## src/fba_pkg.sv

```systemverilog
// Shared types and constants for the frame bitmap allocator.
package fba_pkg;

  localparam int unsigned FRAME_W = 15;
  localparam int unsigned COUNT_W = 16;

  localparam logic [1:0] ST_ALLOCATED     = 2'd0;
  localparam logic [1:0] ST_FREED         = 2'd1;
  localparam logic [1:0] ST_NO_CHANGE     = 2'd2;
  localparam logic [1:0] ST_OUT_OF_FRAMES = 2'd3;

  localparam logic REQ_ALLOC = 1'b0;
  localparam logic REQ_FREE  = 1'b1;

  localparam logic [COUNT_W-1:0] FRAME_COUNT_RST = 16'h8000;

  // Flags from the shared step unit back to the sequencer.
  typedef struct packed {
    logic fits;   // the word at base lies wholly below the target
    logic full;   // every frame in the checked word is used
  } scan_flags_t;

endpackage

```

## src/fba_scan_unit.sv

```systemverilog
// Shared step unit: next word base, bound compare and first-free-bit encoder.
module fba_scan_unit import fba_pkg::*; #(
  parameter int unsigned CMP_W     = 17,
  parameter int unsigned WORD_BITS = 32,
  parameter int unsigned BIT_W     = 5
) (
  input  logic [CMP_W-1:0]     base_i,
  input  logic [CMP_W-1:0]     target_i,
  input  logic [WORD_BITS-1:0] word_i,
  output logic [CMP_W-1:0]     next_base_o,
  output scan_flags_t          flags_o,
  output logic [BIT_W-1:0]     first_zero_o
);

  logic [CMP_W-1:0] next_base;

  assign next_base     = base_i + CMP_W'(WORD_BITS);
  assign next_base_o   = next_base;
  assign flags_o.fits  = (next_base <= target_i);
  assign flags_o.full  = &word_i;

  // Lowest clear bit wins.
  always_comb begin
    first_zero_o = '0;
    for (int k = WORD_BITS - 1; k >= 0; k--) begin
      if (!word_i[k]) begin
        first_zero_o = BIT_W'(k);
      end
    end
  end

endmodule

```

## config.mk

```make
export PLATFORM = sky130hd
export DESIGN_NAME = fba_scan_unit
export DESIGN_NICKNAME = d
export VERILOG_FILES = /design/src/fba_pkg.sv /design/src/fba_scan_unit.sv
export SDC_FILE = /design/constraint.sdc
export NUM_CORES = 1
export LEC_CHECK = 0
export ABC_AREA = 1
export BUFFER_PORTS_ARGS = -buffer_cell sky130_fd_sc_hd__buf_2
export CAP_MARGIN = 10
export CORE_ASPECT_RATIO = 0.8
export CORE_UTILIZATION = 35
export DETAILED_ROUTE_END_ITERATION = 16
export GPL_ROUTABILITY_DRIVEN = 0
export PLACE_DENSITY_LB_ADDON = 0.2
export SLEW_MARGIN = 25
export SYNTH_ARGS = -nofsm -noshare
export SYNTH_HDL_FRONTEND = slang
export SYNTH_SLANG_ARGS = --single-unit
```

## constraint.sdc

```tcl
create_clock -name vclk -period 2.3
set_input_delay 0.115 -clock vclk [all_inputs]
set_output_delay 0.115 -clock vclk [all_outputs]
set_load 0.05 [all_outputs]
```

Word level (Yosys, flattened, before mapping):

Index checks and enable logic that the tools add are counted.

* memory bits (writable): 0
* latch bits: 0
* memories: 0
* register bits: 0
* bits in read-only memories: 0
* output and inout port bits: 24

* multiplexer cells: 32
* magnitude comparators: 1
* $add $sub $neg: 1
* div/mod/pow operators: 0
* equal/unequal tests: 0
* reduce and logical (&&, ||, !) cells: 1
* bitwise operators: 0
* shift-type cells: 0
* multipliers: 0

Operators with widths (number)
* $mux 5: 32
* $reduce_and 32->1: 1
* $add 17x6->17 const B: 1
* $le 17x17->1: 1

Longest topological paths before layout:

Gate-level depths: netlist (run 1).

* word-level depth: 32
* gate-level depth with buffers: 31
* mapped depth without buffers: 31

Least setup slack after synthesis (run 1):

Ideal clock, no wire load.

* path kind: input port to output port
* from: input base_i[5]
* to: output flags_o[1] (netlist name)
* slack: -185 ps
* required time: 2185 ps
* stages on the path: 10
* arrival: 2370 ps
* path through: ha_1 -> xor2_1 -> ha_1 -> inv_1 -> nor3_1 -> nand2_1 -> o311ai_0 -> a21oi_1 -> o221ai_1 -> nand2_1

RTL lines
* start, declared: line fba_scan_unit.sv:7 `input logic [CMP_W-1:0] base_i,`
* end, declared: line fba_scan_unit.sv:11 `output scan_flags_t flags_o,`

==> results of run 1 <==
-- per-layer routing --
metal | routed length, µm | GRT usage | vias up | part of all wire
li1 | - | - | 770 | -
met1 | 1440 | 0.250 | 562 | 0.54
met2 | 1060 | 0.251 | 47 | 0.40
met3 | 167 | 0.0159 | 0 | 0.063
met4 | 0 | 0 | 0 | 0
met5 | 0 | 0 | - | 0
-- repair_timing --
action	4_1_cts	5_1_grt
gates resized for setup	0	18
setup buffers	0	1
endpoints found under the setup margin	0	2
hold buffers	0	0
endpoints found under the hold margin	0	0
-- cells in the final DEF (no fill, tap or decap), drive strengths merged --
master,n
o311ai,1
ha,18
xor2,9
buf,92
nor2,14
o221ai,1
nor3,3
or3,1
o21a,1
xnor2,1
nand2,58
nand3,8
nand4,7
nor3b,2
o21bai,1
inv,39
o21ai,3
a21oi,13
a31oi,2
-- path summary, 6_finish.rpt --
check	slack (ps)	cells after the start	startpoint	end
setup / recovery	180	16	base_i[7]	flags_o[1]
hold / removal	530	2	base_i[0]	next_base_o[0]
-- area by class of cell --
class	count	area (µm²)	area share
timing repair buffer	92	490	0.313
inverter	39	146	0.0934
multi-input combinational	143	883	0.563
tap	38	47.5	0.0303
-- through the flow --
step           hold slack, ps  power, W  instances
6_report                  531  0.000338        312
2_1_floorplan             378  0.000207        187
4_1_cts                   531  0.000317        311
5_1_grt                   535  0.000377        312
3_3_place_gp              531  0.000315        311
3_5_place_dp              532  0.000316        311
-- report_power, final --
group | total, W | switching, W | internal [W]
combinational | 0.000338 | 0.000211 | 0.000127
sequential | 0 | 0 | 0
clock | 0 | 0 | 0
total | 0.000338 | 0.000211 | 0.000127
-- cell families after synthesis --
family	Yosys count	synth area share
buf+inv	44	0.181
compound gates	22	0.127
xor+xnor	10	0.0862
fa+ha+maj	18	0.222
simple gates	93	0.384
==> summary.txt, run 1 <==
Area share of the leading cell type in the synthesized netlist -> 0.222
Fin crit share -> 0.922
Largest net degree at the start of global routing -> 5
Dominant cells by area after synthesis -> ha_1 22%, nand2_1 21%, inv_1 14%
Vias in the first global route -> 1112
Crit-path max cell delay -> 280 ps
DR vias/cell -> 4.42
Starting Density -> 0.367
Share of cells above drive strength 1 -> 0.380
NumNets Final -> 360
PortBufs -> 90
GR Util All Layers -> 0.161
Dpl ws -> 54.0 ps
First-pass GRT wire length -> 4330 µm
Fmax -> 0.472 GHz
Failing checks -> design-rule violations
Die Ht -> 50.2 µm
Final Hold Fails -> 0
Rows -> 17
Num sequential -> 0
Fill cells -> 310
Crit end category -> output pin
Synth Instances -> 187
Die Span X -> 62.2 µm
Cell Area, Placed -> 1490 µm²
Drt total wl -> 2670 µm
WL/cell -> 8.55 µm
Mapped Area -> 1020 µm²
Syn_nets -> 271
Worst min-delay path class -> in2out
Overflow after GRT -> 0
Critical Path RT -> 2180 ps
Routed Antenna Nets -> 0
Die area -> 3120 µm²
Synth cell types -> 20
Via count -> 1379
Final worst slack -> 179 ps
Post-DP HPWL -> 2400 µm
CP max-delay cell -> ha_4
WP buf/inv -> 5
Startpoint types -> input pin
Post-layout minimum cycle time -> 2120 ps
Design area -> 1570 µm²
Boundary Pins -> 90
Cell Chain, Critical Path -> buf_4, nand2_1, nor2_2, nand4_1, nor2_1, nand4_1, xor2_1, inv_1, ha_4, nand2_2, inv_1, nand3_2, inv_1, nand4_1, nand2_2, buf_8
Clock buf count -> 0
Critical-path maximum fanout -> 4
Max-slew violations -> 0
DR pass1 iterations -> 10
Maxcap violations -> 0
Ant diodes -> 0
# DRC -> 2
Worst Tran Pin Value -> 334 ps
Worst vdd ir -> 103 µV
Max_slew headroom -> 0.774
Final setup fails -> 0
Leakage -> 0.974 nW
Crit Path Category -> in2out
RSZ-0062 raised after global routing -> yes
Warnings from Yosys -> 0
Initial antenna violation count -> 0
Power per cell area -> 215 nW/µm²
Fin util -> 0.567
Synthesized area per cell -> 5.43 µm²
Delay-heaviest family, CP -> simple AND/OR/NAND/NOR gates
Synth area leader -> ha_1
Core area -> 2770 µm²
Register area share after synthesis -> 0
Most instantiated cells after synthesis -> 58 x nand2_1, 39 x inv_1, 18 x ha_1
Area growth, synth to finish -> 54.3%
Seq. cell area -> 0 µm²
Outcome -> complete, but fails checks
WP data arrival -> 2010 ps
1st-iter DRT viols -> 30
Most common cell in the netlist -> nand2_1
Total negative slack -> 0 ps
Power figures use the tool's default switching activity.
==> run 2, diff against run 1 <==
--- a/config.mk
+++ b/config.mk
@@ -13,4 +13,5 @@
 export DETAILED_ROUTE_END_ITERATION = 16
 export GPL_ROUTABILITY_DRIVEN = 0
+export MAX_ROUTING_LAYER = met4
 export PLACE_DENSITY_LB_ADDON = 0.2
 export SLEW_MARGIN = 25
==> constraint.sdc (replaced) <==
create_clock -name vclk -period 2.3
set_input_delay 0.345 -clock vclk [all_inputs]
set_output_delay 0.345 -clock vclk [all_outputs]
set_load 0.05 [all_outputs]
==> summary.txt, run 2 (synthesized netlist as in run 1, its figures left out) <==
NumNets Final -> 385 (+6.9%)
Core area -> 2770 µm² (unchanged)
Fmax -> 0.402 GHz (-15%)
Vias in the first global route -> 1193 (+7.3%)
Post-DP HPWL -> 2490 µm (+3.9%)
Leakage -> 1.12 nW (+15%)
Crit end category -> output pin
Fin crit share -> 1.08 (+0.160)
Num sequential -> 0 (unchanged)
Initial antenna violation count -> 0 (unchanged)
Cell Area, Placed -> 1730 µm² (+16%)
Via count -> 1455 (+5.5%)
Routed Antenna Nets -> 0 (unchanged)
Most frequent cells in the layout -> 82 x buf_2, 51 x nand2_1, 32 x inv_1
Critical-path maximum fanout -> 2 (-2)
Seq. cell area -> 0 µm² (unchanged)
Startpoint types -> input pin
Largest net degree at the start of global routing -> 5 (unchanged)
# DRC -> 0 (-2)
Overflow after GRT -> 0 (unchanged)
Crit-path max cell delay -> 270 ps (about the same)
Outcome -> complete, but fails checks
1st-iter DRT viols -> 19 (-37%)
WL/cell -> 8.77 µm (+2.5%)
Dpl ws -> -368 ps (-422 ps)
Cell Chain, Critical Path -> buf_2, nand2_1, nor2_2, nand2_2, nor3b_2, nand3_1, xor2_1, inv_2, ha_4, nand2_4, inv_4, nand3_4, inv_2, nand4_1, nand2_4, buf_8
DP Cell Count -> 333 (+7.1%)
DR vias/cell -> 4.32 (-2.3%)
Max-slew violations -> 0 (unchanged)
Failing checks -> negative setup slack
Final setup fails -> 2 (+2)
Starting Density -> 0.367 (unchanged)
Rows -> 17 (unchanged)
Commonest non-fill, non-tap cell in the layout -> buf_2
Final worst slack -> -188 ps (-368 ps)
GR Util All Layers -> 0.180 (+0.0194)
Hold buffers post-CTS -> 0 (unchanged)
CP max-delay cell -> ha_4
Area of the multi-input gates -> 998 µm² (+13%)
Final Instance Count excl. Fillers -> 337 (+8.0%)
Worst min-delay path class -> in2out
Die area -> 3120 µm² (unchanged)
Critical Path RT -> 1960 ps (-220 ps)
Maxcap violations -> 0 (unchanged)
Worst Tran Pin Value -> 354 ps (+19.5 ps)
Die Ht -> 50.2 µm (unchanged)
DR pass1 iterations -> 3 (-7)
Final Hold Fails -> 0 (unchanged)
Crit Path Category -> in2out
Area growth, synth to finish -> 87.6%
Worst vdd ir -> 159 µV (+55%)
PortBufs -> 90 (unchanged)
Max_slew headroom -> 0.761 (-0.0139)
Worst Hold Path Cells -> 2 (unchanged)
Clock buf count -> 0 (unchanged)
Power per cell area -> 215 nW/µm² (about the same)
Boundary Pins -> 90 (unchanged)
Design area -> 1910 µm² (+22%)
Ant diodes -> 0 (unchanged)
First-pass GRT wire length -> 4630 µm (+7.0%)
Pwr Total -> 0.000411 W (+22%)
Drt total wl -> 2960 µm (+11%)
Share of cells above drive strength 1 -> 0.495 (+0.115)
WP data arrival -> 2140 ps (+130 ps)
Die Span X -> 62.2 µm (unchanged)
Fill cells -> 247 (-20%)
RSZ-0062 raised after global routing -> yes
Post-layout minimum cycle time -> 2490 ps (+368 ps)
[run 2: cell types whose count changed in the layout (fill, tap and decap cells not counted), sizes merged]
cell	previous run	this run
buf	92	117
[run 2: critical path: cells and delay by family]
| kind | cells | cell delay [ps] |
|---|---|---|
| and+or+nand+nor | 9 | 910 |
| buffers and inverters | 5 | 420 |
| adders and majority gates | 1 | 270 |
| xor gates and xnor gates | 1 | 200 |
[run 2: final timing paths]
kind / startpoint / to
worst min-delay path: base_i[0] / next_base_o[0]
worst max-delay path: base_i[10] / flags_o[1]
[run 2: repair_timing]
action                                  4_1_cts  5_1_grt
pin swaps                                     9       24
endpoints found under the setup margin        2        3
gates resized for setup                      23       16
setup buffers                                 2        2
[run 2: routing by layer]
metal,GRT usage,wire length (µm),vias to the layer above
li1,-,-,822
met1,0.228,1380,585
met2,0.341,1400,48
met3,0.00909,169,0
met4,0,0,0
met5,-,0,-
[run 2: power breakdown]
part | internal [W] | switching (W) | total [W]
clock | 0 | 0 | 0
sequential | 0 | 0 | 0
combinational | 0.000175 | 0.000235 | 0.000411
total | 0.000175 | 0.000235 | 0.000411
[run 2: area by class of cell]
class	instances	share of cell area
inverters	39	0.0781
multi-input cells	143	0.524
well taps	38	0.0250
repair buffers	117	0.373
[run 2: stage by stage]
step	setup TNS [ps]	hold WS [ps]	util
after detailed placement	-634	992	0.624
after floorplan	-125	789	-
after global placement	-583	992	0.624
after global routing	-984	998	0.689
after CTS	-328	993	0.660
final	-348	992	0.689
==> run 3, diff against run 2 <==
- CORE_UTILIZATION: 35 -> 40
==> summary.txt, run 3 (synthesized netlist as in run 1, its figures left out) <==
Final Instance Count excl. Fillers -> 329 (-2.4%)
WP data arrival -> 2190 ps (+50 ps)
Crit Path Category -> in2out
Most frequent cells in the layout -> 80 x buf_2, 48 x nand2_1, 32 x inv_1
Num sequential -> 0 (unchanged)
Share of cells above drive strength 1 -> 0.495 (about the same)
Leakage -> 1.12 nW (-0.29%)
Fmax -> 0.394 GHz (-1.9%)
# DRC -> 0 (unchanged)
Overflow after GRT -> 0 (unchanged)
Die Span X -> 58.3 µm (-6.3%)
Core area -> 2270 µm² (-18%)
Commonest non-fill, non-tap cell in the layout -> buf_2
Via count -> 1556 (+6.9%)
Critical Path RT -> 1960 ps (about the same)
Fin crit share -> 1.10 (+0.0207)
1st-iter DRT viols -> 22 (+3)
Final Hold Fails -> 0 (unchanged)
WL/cell -> 11.8 µm (+35%)
Power per cell area -> 220 nW/µm² (+2.2%)
Initial antenna violation count -> 0 (unchanged)
Routed Antenna Nets -> 0 (unchanged)
Final worst slack -> -236 ps (-47.5 ps)
Largest net degree at the start of global routing -> 5 (unchanged)
Final setup fails -> 2 (unchanged)
Failing checks -> negative setup slack
PortBufs -> 90 (unchanged)
Max_slew headroom -> 0.789 (+0.0281)
Vias in the first global route -> 1301 (+9.1%)
Maxcap violations -> 0 (unchanged)
Die Ht -> 47.1 µm (-6.2%)
Drt total wl -> 3890 µm (+32%)
Dpl ws -> -394 ps (-25.8 ps)
RSZ-0062 raised after global routing -> yes
Post-DP HPWL -> 2550 µm (+2.3%)
Critical-path maximum fanout -> 2 (unchanged)
Worst min-delay path class -> in2out
Boundary Pins -> 90 (unchanged)
DP Cell Count -> 327 (-1.8%)
DR pass1 iterations -> 4 (+1)
Worst Tran Pin Value -> 313 ps (-40.5 ps)
Ant diodes -> 0 (unchanged)
Max-slew violations -> 0 (unchanged)
Rows -> 15 (-2)
Area growth, synth to finish -> 87.3%
Starting Density -> 0.447 (+0.0800)
DR vias/cell -> 4.73 (+9.5%)
NumNets Final -> 381 (-1.0%)
Post-layout minimum cycle time -> 2540 ps (+47.5 ps)
Seq. cell area -> 0 µm² (unchanged)
Fill cells -> 156 (-37%)
Crit end category -> output pin
First-pass GRT wire length -> 5010 µm (+8.2%)
Worst vdd ir -> 152 µV (-4.7%)
Die area -> 2750 µm² (-12%)
GR Util All Layers -> 0.235 (+0.0543)
Outcome -> complete, but fails checks
Startpoint types -> input pin
Clock buf count -> 0 (unchanged)
-- run 3: cell count changes in the layout (fill, tap and decap cells not counted), moves of 2 or more --
cell,previous run,this run
a21oi_1,10,12
a21oi_2,2,0
buf_2,82,80
buf_4,28,23
buf_6,4,6
nand2_1,51,48
nand2_4,2,4
nor2_1,12,10
nor2_4,0,2
-- run 3: final timing paths --
| kind | from | endpoint | cells after the start |
|---|---|---|---|
| worst min-delay path | base_i[2] | next_base_o[2] | 2 |
| worst max-delay path | base_i[10] | flags_o[1] | 14 |
-- run 3: repair_timing --
item	CTS	global route
resized for setup	22	24
pin swaps	9	17
setup buffers	1	1
setup endpoints to repair	2	3
hold buffers	0	0
-- run 3: final cells by class --
type | instances | area (µm²) | share of cell area
multi-input cells | 143 | 1020 | 0.535
well taps | 34 | 42.5 | 0.0224
inverters | 39 | 149 | 0.0782
repair buffers | 113 | 693 | 0.364
-- run 3: per-stage QoR --
stage	area (µm²)	total power (W)	util	hold slack, ps	setup TNS [ps]
6_report	1900	0.000419	0.838	993	-423
2_1_floorplan	1090	0.000222	-	789	-125
3_3_place_gp	1710	0.000353	0.752	994	-577
3_5_place_dp	1710	0.000358	0.752	994	-653
4_1_cts	1800	0.000382	0.791	995	-331
5_1_grt	1900	0.000457	0.838	1000	-911
-- run 3: metal layers --
layer  part of all wire  global-route usage  up-vias
li1                   -                   -      811
met1               0.41               0.296      668
met2               0.50               0.446       69
met3              0.069              0.0138        8
met4              0.022                   0        0
met5                  0                   -        -
-- run 3: critical path: stages --
cell and delay (ps):
buf_6 80, nand2_2 70, nor2_4 140, nand2_4 70, nor3b_4 240, nand3_2 100
xor2_1 190, inv_2 80, ha_4 270, nand2_4 50, buf_4 130, o221ai_2 200
nand2_4 70, buf_8 150
-- run 3: power by group --
group          internal [W]  switching, W
Sequential                0             0
Clock                     0             0
Combinational      0.000174      0.000246
Total              0.000174      0.000246
